<file path="src/design/lkfr_ram.sv">
`default_nettype none

module lkfr_ram #(
  parameter int WIDTH = 8,
  parameter int DEPTH = 16
) (
  input  wire logic                     clk,
  input  wire logic                     we,
  input  wire logic [$clog2(DEPTH)-1:0] waddr,
  input  wire logic [WIDTH-1:0]         wdata,
  input  wire logic [$clog2(DEPTH)-1:0] raddr,
  output logic      [WIDTH-1:0]         rdata
);

  logic [WIDTH-1:0] mem [DEPTH];

  // Write port and registered read port
  always_ff @(posedge clk) begin
    if (we) begin
      mem[waddr] <= wdata;
    end
    rdata <= mem[raddr];
  end

endmodule

`default_nettype wire

</file>
<file path="config.mk">
export PLATFORM = sky130hd
export DESIGN_NAME = lkfr_ram
export DESIGN_NICKNAME = d
export VERILOG_FILES = /design/src/design/lkfr_ram.sv
export SDC_FILE = /design/constraint.sdc
export NUM_CORES = 1
export LEC_CHECK = 0
export ABC_AREA = 0
export BUFFER_PORTS_ARGS = -buffer_cell sky130_fd_sc_hd__clkbuf_2
export CAP_MARGIN = 20
export CORE_ASPECT_RATIO = 1.75
export CORE_UTILIZATION = 42
export DETAILED_ROUTE_END_ITERATION = 16
export PLACE_DENSITY_LB_ADDON = 0.12
export SYNTH_ARGS = -nofsm -noshare
export SYNTH_HDL_FRONTEND = slang
export SYNTH_SLANG_ARGS = --single-unit
</file>
<file path="constraint.sdc">
create_clock -name clk -period 2.69 [get_ports clk]
set_clock_uncertainty 0.2 [all_clocks]
set_input_delay 0.1345 -clock clk [delete_from_list [all_inputs] [get_ports clk]]
set_output_delay 0.1345 -clock clk [all_outputs]
set_load 0.05 [all_outputs]
</file>
==> flow_summary_export.csv, run 1 <==
group,metric,value,unit
critical_path,timing.rr.start,"mem[3][7]$_DFFE_PP_",
power,p_leak,2.16,nW
cts,cts_tree,"built",
cts,cts_resized,0,
place,dpl_cell_area,5610,um2
timing,rsz0062_at_grt,"no",
cts,insertion_delay,0.41,ns
route,firstDrtPassIters,4,
yosys,ys_seq_area_share,77.8,%
timing,drv_slew,0,
route,wl_met2,5.85,mm
outcome,outcome,"complete, no violations",
flow_run,drv_cap,0,
yosys,postSynthCellCount,229,
route,routed_wl,10.6,mm
critical_path,critPathArrivalTime,1.74,ns
timing,timing.hold.ws,0.0381,ns
route,drt_iter0_markers,141,
route,num_vias,2482,
route,wl_per_cell,22.2,um
route,top_layer,"met4",
global_route,antenna_found_initial,0,
critical_path,cp_max_fo,7,
power,peakVddDrop,0.480,mV
cts,clockBufferDepth,2,
floorplanning,io_pins,26,
floorplanning,die_y,148,um
finish,antennaDiodeCount,0,
yosys,synth_top_area_cell,"edfxtp_1",
place,io_buffers,25,
yosys,ys_warn_count,0,
floorplanning,dieArea,12700,um2
timing,fin_tns_setup,0,ns
finish,post-route-cell-area,6270,um2
finish,final_util,52.2,%
finish,syn_to_final_growth,21.8,%
route,wl_met3,463,um
yosys,synth.area.top_cells,"edfxtp_1 75%, mux4_2 7.9%, mux4_1 7.1%",
route,antenna_left,0,
timing,worst_slew_pin_slew,0.795,ns
critical_path,cp-end-kind,"register",
critical_path,worstSetupPathType,"input port to register",
yosys,syn_area,5150,um2
yosys,synthDistinctLibCells,19,
cts,cts_buffers,17,
floorplanning,design.core.area,12000,um2
floorplanning,rows,53,
cts,clock_sinks,136,
yosys,synth_top_area_share,74.7,%
timing,min_period_over_period,67.8,%
hold_path,hp-start,"waddr[1]",
cts,path_clk_slew,0.06,ns
route,vias_per_cell,5.21,
cts,htreeDepth,4,
cts,postCtsSetupBuffers,0,
power,p_per_area,773,nW/um2
yosys,syn_avg_cell_area,22.5,um2
cts,cts_root_buffer,"clkbuf_16",
timing,slew_headroom,46.6,%
critical_path,required,2.61,ns
global_route,grt_max_degree,19,
finish,fin_nets,316,
timing,finalHoldViolCount,0,
place,place_hpwl,7.30,mm
floorplanning,die_x,85.7,um
yosys,ys_ff_latch,136,
global_route,grt_pass1_vias,2645,
floorplanning,start_util,42.9,%
hold_path,hold_class,"input port to register",
critical_path,cp-start-kind,"input port",
global_route,gr-total-overflow,0,
timing,setup_viol,0,
global_route,grt_usage,18.5,%
timing,fin_crit,1.82,ns
critical_path,crit_path_start,"waddr[0]",
route,wl_met1,4.18,mm
timing,fmax,548,MHz
global_route,grt_pass1_wl,16.1,mm
route,drc,0,
finish,layout-drive-gt1-share,32.2,%
yosys,syn-num-nets,247,
place,gp_congestion,0.728,
[cells in the final DEF (no fill, tap or decap)]
cell / instances
edfxtp_1: 128
buf_4: 24
buf_12: 2
nand3_1: 1
mux4_2: 18
and2_1: 1
nand3b_1: 2
nand2b_1: 2
dlygate4sd3_1: 9
or3b_2: 1
nor2b_1: 1
nand2_1: 9
nor2_1: 13
clkinv_4: 3
clkbuf_16: 17
bufinv_16: 2
and2b_1: 1
clkbuf_1: 1
clkinv_2: 6
nor3_1: 4
mux4_1: 14
a22oi_1: 16
clkinvlp_4: 2
clkinv_1: 1
dfxtp_1: 8
clkbuf_2: 25
[state kept, by name, indices dropped and copies added, names as in the netlist]
signal,flops
mem,128
rdata,8
[area by class of cell]
cell class | count | area [um2]
Clock buffer | 18 | 429
Clock inverter | 14 | 135
Fill cell | 958 | 5740
Multi-Input combinational cell | 83 | 1060
Sequential cell | 136 | 4000
Tap cell | 165 | 206
Timing Repair Buffer | 60 | 435
[repair_timing]
action / in CTS / in global routing
hold buffers: 9 / 0
endpoints found under the setup margin: 0 / 0
endpoints found under the hold margin: 121 / 0
[power by group]
group / switching (mW) / internal (mW) / leakage [nW]
Sequential: 0.0142 / 2.37 / 1.22
Combinational: 0.175 / 0.107 / 0.658
Clock: 0.824 / 1.35 / 0.277
[Yosys cell counts (all sizes together)]
library cell   instances
a22oi                 16
and2                   1
and2b                  1
buf                    7
clkdlybuf4s25          3
dfxtp                  8
edfxtp               128
mux4                  32
nand2                  9
nand2b                 2
nand3                  1
nand3b                 2
nor2                  13
nor2b                  1
nor3                   4
or3b                   1
[per-layer routing]
metal / track usage, % / up-vias
li1: - / 1111
met1: 22.4 / 1277
met2: 32.2 / 87
met3: 4.50 / 7
met4: 6.58 / 0
met5: 0 / -
[path summary, 6_finish.rpt]
| path | to | slack, ns | cells past startpoint |
|---|---|---|---|
| min reg2reg | rdata[2]$_DFF_P_ | 0.47 | 3 |
| max | mem[4][4]$_DFFE_PP_ | 0.87 | 4 |
| max reg2reg | rdata[7]$_DFF_P_ | 1.11 | 3 |
| min | mem[4][5]$_DFFE_PP_ | 0.04 | 2 |
[cells by family after synthesis]
| group | Yosys count | share of synthesized area, % |
|---|---|---|
| AO/OA/AOI/OAI | 16 | 2.33 |
| buffers and inverters | 10 | 1.68 |
| flip-flops | 136 | 77.8 |
| multiplexers | 32 | 15.0 |
| AND/OR/NAND/NOR | 35 | 3.18 |
[critical path, stage by stage]
cell,delay [ns]
dlygate4sd3_1,0.53
clkbuf_2,0.15
nor3_1,0.66
buf_4,0.26
[per-stage QoR]
stage / instances / worst slack, ns / total power, mW
floorplan: 229 / 0.863 / 2.59
global placement: 435 / 0.538 / 2.70
detailed placement: 435 / 0.552 / 2.71
CTS: 476 / 0.892 / 4.89
global route: 476 / 0.826 / 5.00
finish: 476 / 0.865 / 4.84
No activity file was read; power rests on OpenSTA's default activity.
==> inputs of run 2 (changes only) <==
==> constraint.sdc (replaced) <==
create_clock -name clk -period 1.58 [get_ports clk]
set_clock_uncertainty 0.2 [all_clocks]
set_input_delay 0.079 -clock clk [delete_from_list [all_inputs] [get_ports clk]]
set_output_delay 0.079 -clock clk [all_outputs]
set_load 0.05 [all_outputs]
==> run 2 against run 1 <==
First-iteration DRC count down 0.71%. Power is 73% higher. Wire length is 4.4% lower.
==> flow_summary_export.csv, run 2 (synthesis gave the netlist of run 1 again) <==
group,metric,value,unit
outcome,outcome,"complete, no violations",
power,peakVddDrop,0.732,mV
finish,syn_to_final_growth,23.0,%
route,wl_per_cell,21.3,um
timing,timing.hold.ws,0.0352,ns
power,p_per_area,1330,nW/um2
finish,fin_nets,316,
power,p_leak,2.18,nW
finish,final_cell_mix,"128 x edfxtp_1, 25 x clkbuf_2, 23 x buf_4",
critical_path,cp_max_fo,1,
finish,antennaDiodeCount,0,
cts,path_clk_slew,0.06,ns
timing,setup_ws,0.0441,ns
critical_path,critPathArrivalTime,1.62,ns
timing,rsz0062_at_grt,"no",
critical_path,r2r_cells,3,
floorplanning,die_x,85.7,um
finish,post-route-cell-area,6330,um2
floorplanning,start_util,42.9,%
route,drt_iter0_markers,140,
place,gp_congestion,0.695,
critical_path,required,1.66,ns
floorplanning,die_y,148,um
floorplanning,rows,53,
place,dpl_cell_area,5650,um2
global_route,grt_max_degree,22,
route,firstDrtPassIters,4,
route,num_vias,2443,
cts,postCtsSetupBuffers,0,
critical_path,cp-end-kind,"register",
route,vias_per_cell,5.13,
timing,min_period_over_period,97.2,%
finish,largest_reg_flops,128,
flow_run,drv_cap,0,
power,pwr-share-comb,5.8,%
critical_path,cp-start-kind,"register",
cts,cts_tree,"built",
global_route,grt_pass1_vias,2644,
global_route,antenna_found_initial,0,
cts,insertion_delay,0.41,ns
critical_path,worstSetupPathType,"register to register",
finish,final_util,52.8,%
finish,layout-drive-gt1-share,33.1,%
floorplanning,design.core.area,12000,um2
cts,clock_sinks,136,
cts,cts_buffers,17,
route,wl_met2,5.73,mm
place,placedCellCount,436,
cts,htreeDepth,4,
timing,slew_headroom,43.5,%
place,place_hpwl,6.93,mm
timing,fin_tns_setup,0,ns
timing,fin_crit,1.54,ns
route,antenna_left,0,
finish,fin_cells,476,
timing,worst_slew_pin_slew,0.844,ns
place,dpl_worst_slack,-0.144,ns
timing,setup_viol,0,
floorplanning,dieArea,12700,um2
critical_path,crit_path_start,"mem[1][1]$_DFFE_PP_",
cts,clockBufferDepth,2,
critical_path,r2r-end,"rdata[1]$_DFF_P_",
global_route,grt_usage,17.9,%
critical_path,timing.rr.start,"mem[1][1]$_DFFE_PP_",
power,total_power,8.40,mW
timing,fmax,651,MHz
power,clkPwrFrac,45.9,%
finish,fillers,943,
critical_path,ff2ff_setup_slack,0.04,ns
global_route,grt_pass1_wl,15.5,mm
timing,finalHoldViolCount,0,
route,drc,0,
route,top_layer,"met4",
power,intPower,6.68,mW
power,seq_power_share,48.3,%
power,p_sw_share,20.4,%
global_route,gr-total-overflow,0,
cts,cts_root_buffer,"clkbuf_16",
finish,final_common_cell,"edfxtp_1",
finish,regMostFlops,"mem",
floorplanning,io_pins,26,
finish,reg.largest.list,"mem: 128 flops, rdata: 8 flops",
route,wl_met1,3.95,mm
hold_path,hold_class,"input port to register",
power,p_switching,1.71,mW
route,routed_wl,10.1,mm
place,io_buffers,25,
route,wl_met3,274,um
critical_path,cp-endpoint,"rdata[1]$_DFF_P_",
timing,drv_slew,0,
[run 2: cell count changes in the layout (fill, tap and decap cells not counted), sizes merged]
cell	before	now
buf	26	27
bufinv	2	3
clkinv	10	9
dlygate4sd3	9	8
[run 2: final cells by class]
cell class / count / area [um2] / share of cell area, %
clock inverter: 14 / 158 / 2.49
timing repair buffer: 60 / 458 / 7.23
clock buffer: 18 / 429 / 6.78
tap: 165 / 206 / 3.26
multi-input combinational: 83 / 1080 / 17.0
sequential: 136 / 4000 / 63.2
[run 2: routing by layer]
layer | vias up | global-route usage, %
li1 | 1113 | -
met3 | 11 | 4.66
met1 | 1259 | 20.4
met4 | 0 | 6.58
met5 | - | 0
met2 | 60 | 32.0
[run 2: power by group through the flow]
stage / logic, mW / clock network (mW) / registers, mW
2_1_floorplan: 0.205 / 0 / 4.21
3_3_place_gp: 0.476 / 0 / 4.13
3_5_place_dp: 0.481 / 0 / 4.13
4_1_cts: 0.499 / 3.94 / 4.06
5_1_grt: 0.529 / 4.09 / 4.06
6_report: 0.490 / 3.85 / 4.06
[run 2: repair_timing]
item | in CTS | in global routing
pin swaps | 0 | 0
cloned | 0 | 0
setup endpoints to repair | 1 | 2
gates resized for setup | 1 | 2
endpoints found under the hold margin | 128 | 0
hold buffers | 8 | 0
[run 2: worst max-delay path, stage by stage (launching register included)]
cell and delay [ns]:
edfxtp_1 0.35, mux4_1 0.54, a22oi_2 0.23, nand2_1 0.10
[run 2: worst min-delay path by stage]
stage / from / end / cells past startpoint
5_1_grt: waddr[0] / mem[0][7]$_DFFE_PP_ / 3
2_1_floorplan: wdata[0] / mem[0][0]$_DFFE_PP_ / 0
4_1_cts: waddr[0] / mem[0][5]$_DFFE_PP_ / 3
3_3_place_gp: wdata[0] / mem[4][0]$_DFFE_PP_ / 1
6_report: waddr[1] / mem[0][7]$_DFFE_PP_ / 3
3_5_place_dp: wdata[2] / mem[5][2]$_DFFE_PP_ / 1
==> inputs of run 3 (changes only) <==
--- a/config.mk
+++ b/config.mk
@@ -9,7 +9,7 @@
 export BUFFER_PORTS_ARGS = -buffer_cell sky130_fd_sc_hd__clkbuf_2
 export CAP_MARGIN = 20
 export CORE_ASPECT_RATIO = 1.75
-export CORE_UTILIZATION = 42
+export CORE_UTILIZATION = 54
 export DETAILED_ROUTE_END_ITERATION = 16
 export PLACE_DENSITY_LB_ADDON = 0.12
 export SYNTH_ARGS = -nofsm -noshare
==> run 3 against run 2 <==
Worst setup slack improved by 0.015 ns. Critical path depth unchanged. Final area down 2.3%. Global-route usage increased by 3.8 points. Non-clock buffer count up 1. Final cell count is 9.2% lower. Flip-flop and latch count stayed put. Wire length down 7.9%. Die area is 22% lower. Register-to-register slack is essentially flat. Critical endpoint is now rdata[6]$_DFF_P_.
==> flow_summary_export.csv, run 3 (synthesis gave the netlist of run 1 again) <==
group,metric,value,unit
outcome,outcome,"complete, no violations",
finish,final_common_cell,"edfxtp_1",
timing,fmax,657,MHz
global_route,grt_pass1_wl,14.5,mm
timing,finalHoldViolCount,0,
global_route,antenna_found_initial,0,
power,p_sw_share,20.2,%
global_route,grt_pass1_vias,2537,
route,wl_per_cell,21.6,um
finish,largest_reg_flops,128,
route,routed_wl,9.33,mm
flow_run,drv_cap,0,
cts,cts_tree,"built",
hold_path,hold_path_depth,5,
power,p_leak,2.15,nW
floorplanning,rows,46,
timing,fin_crit,1.52,ns
cts,cts_root_buffer,"clkbuf_16",
place,place_hpwl,6.11,mm
place,dpl_worst_slack,-0.0718,ns
route,vias_per_cell,5.64,
timing,setup_ws,0.0588,ns
route,firstDrtPassIters,4,
critical_path,cp_max_fo,1,
route,drc,0,
finish,antennaDiodeCount,0,
cts,htreeDepth,4,
critical_path,r2r_cells,3,
cts,clockBufferDepth,2,
finish,reg.largest.list,"mem: 128 flops, rdata: 8 flops",
place,io_buffers,25,
critical_path,cp-end-kind,"register",
cts,insertion_delay,0.41,ns
critical_path,critPathArrivalTime,1.61,ns
critical_path,required,1.67,ns
place,dpl_cell_area,5590,um2
floorplanning,dieArea,9940,um2
timing,min_period_over_period,96.3,%
timing,fin_tns_setup,0,ns
finish,syn_to_final_growth,20.2,%
floorplanning,die_y,131,um
hold_path,min_to,"rdata[2]$_DFF_P_",
critical_path,r2r-end,"rdata[6]$_DFF_P_",
route,num_vias,2437,
place,gp_congestion,0.770,
critical_path,cp-start-kind,"register",
power,intPower,6.33,mW
critical_path,worstSetupPathType,"register to register",
power,pwr-share-comb,6.0,%
power,seq_power_share,51.2,%
global_route,grt_max_degree,33,
timing,slew_headroom,73.0,%
cts,path_clk_slew,0.05,ns
finish,final_util,67.6,%
floorplanning,io_pins,26,
power,p_per_area,1280,nW/um2
power,p_switching,1.60,mW
hold_path,hold_class,"input port to register",
cts,clock_sinks,136,
finish,fin_nets,317,
timing,worst_slew_pin_slew,0.406,ns
route,drt_iter0_markers,146,
finish,final_cell_mix,"128 x edfxtp_1, 25 x clkbuf_2, 25 x buf_4",
global_route,gr-total-overflow,0,
power,clkPwrFrac,42.8,%
global_route,grt_usage,21.7,%
finish,regMostFlops,"mem",
place,placedCellCount,392,
route,antenna_left,0,
cts,postCtsSetupBuffers,0,
timing,rsz0062_at_grt,"no",
timing,setup_viol,0,
finish,layout-drive-gt1-share,31.1,%
floorplanning,start_util,56.2,%
power,peakVddDrop,0.964,mV
cts,cts_buffers,17,
floorplanning,die_x,75.8,um
timing,drv_slew,0,
critical_path,ff2ff_setup_slack,0.06,ns
finish,post-route-cell-area,6190,um2
finish,fin_cells,432,
floorplanning,design.core.area,9150,um2
critical_path,timing.rr.start,"mem[7][6]$_DFFE_PP_",
hold_path,hp-start,"raddr[3]",
run 3: cell type report:
class                   instances  area (um2)
flip-flops and latches        136        4000
fillers                       584        2960
multi-input cells              83        1070
clock buffers                  27         493
repair buffers                 61         453
well taps                     120         150
clock inverters                 5        22.5
run 3: what timing repair did:
| action | in CTS | in global routing |
|---|---|---|
| endpoints found under the setup margin | 0 | 1 |
| hold buffers | 8 | 0 |
| hold endpoints to repair | 128 | 0 |
| gates resized for setup | 0 | 1 |
run 3: power by group through the flow:
stage               sequential [mW]  combinational, mW  clock [mW]
CTS                            4.06              0.480        3.47
finish                         4.06              0.475        3.40
global placement               4.13              0.457           0
global route                   4.07              0.516        3.61
detailed placement             4.14              0.464           0
floorplan                      4.21              0.205           0
run 3: worst max path at each step:
stage / start / to / slack [ns] / cells past startpoint
after CTS: mem[10][2]$_DFFE_PP_ / rdata[2]$_DFF_P_ / 0.07 / 3
after global routing: mem[1][3]$_DFFE_PP_ / rdata[3]$_DFF_P_ / 0.02 / 3
after floorplan: waddr[2] / mem[3][0]$_DFFE_PP_ / 0.03 / 2
after global placement: raddr[0] / rdata[5]$_DFF_P_ / -0.06 / 5
after detailed placement: raddr[0] / rdata[5]$_DFF_P_ / -0.07 / 5
final: mem[7][6]$_DFFE_PP_ / rdata[6]$_DFF_P_ / 0.06 / 3
run 3: per-layer routing:
layer | share of wire (%) | vias to the layer above | track usage [%]
met5 | 0 | - | 0
met4 | 1.2 | 0 | 9.26
met3 | 3.9 | 8 | 5.75
met2 | 54 | 74 | 33.8
met1 | 41 | 1241 | 28.4
li1 | - | 1114 | -
run 3: metrics by stage:
| step | hold slack (ns) | power [mW] |
|---|---|---|
| finish | 0.0235 | 7.94 |
| global route | 0.0277 | 8.19 |
| CTS | 0.00558 | 8.01 |
| detailed placement | 0.313 | 4.60 |
| global placement | 0.288 | 4.59 |
| floorplan | -0.0221 | 4.42 |
run 3: critical path: stages (launching register included):
cell	delay [ns]
edfxtp_1	0.39
mux4_2	0.51
a22oi_1	0.22
nand2_1	0.09
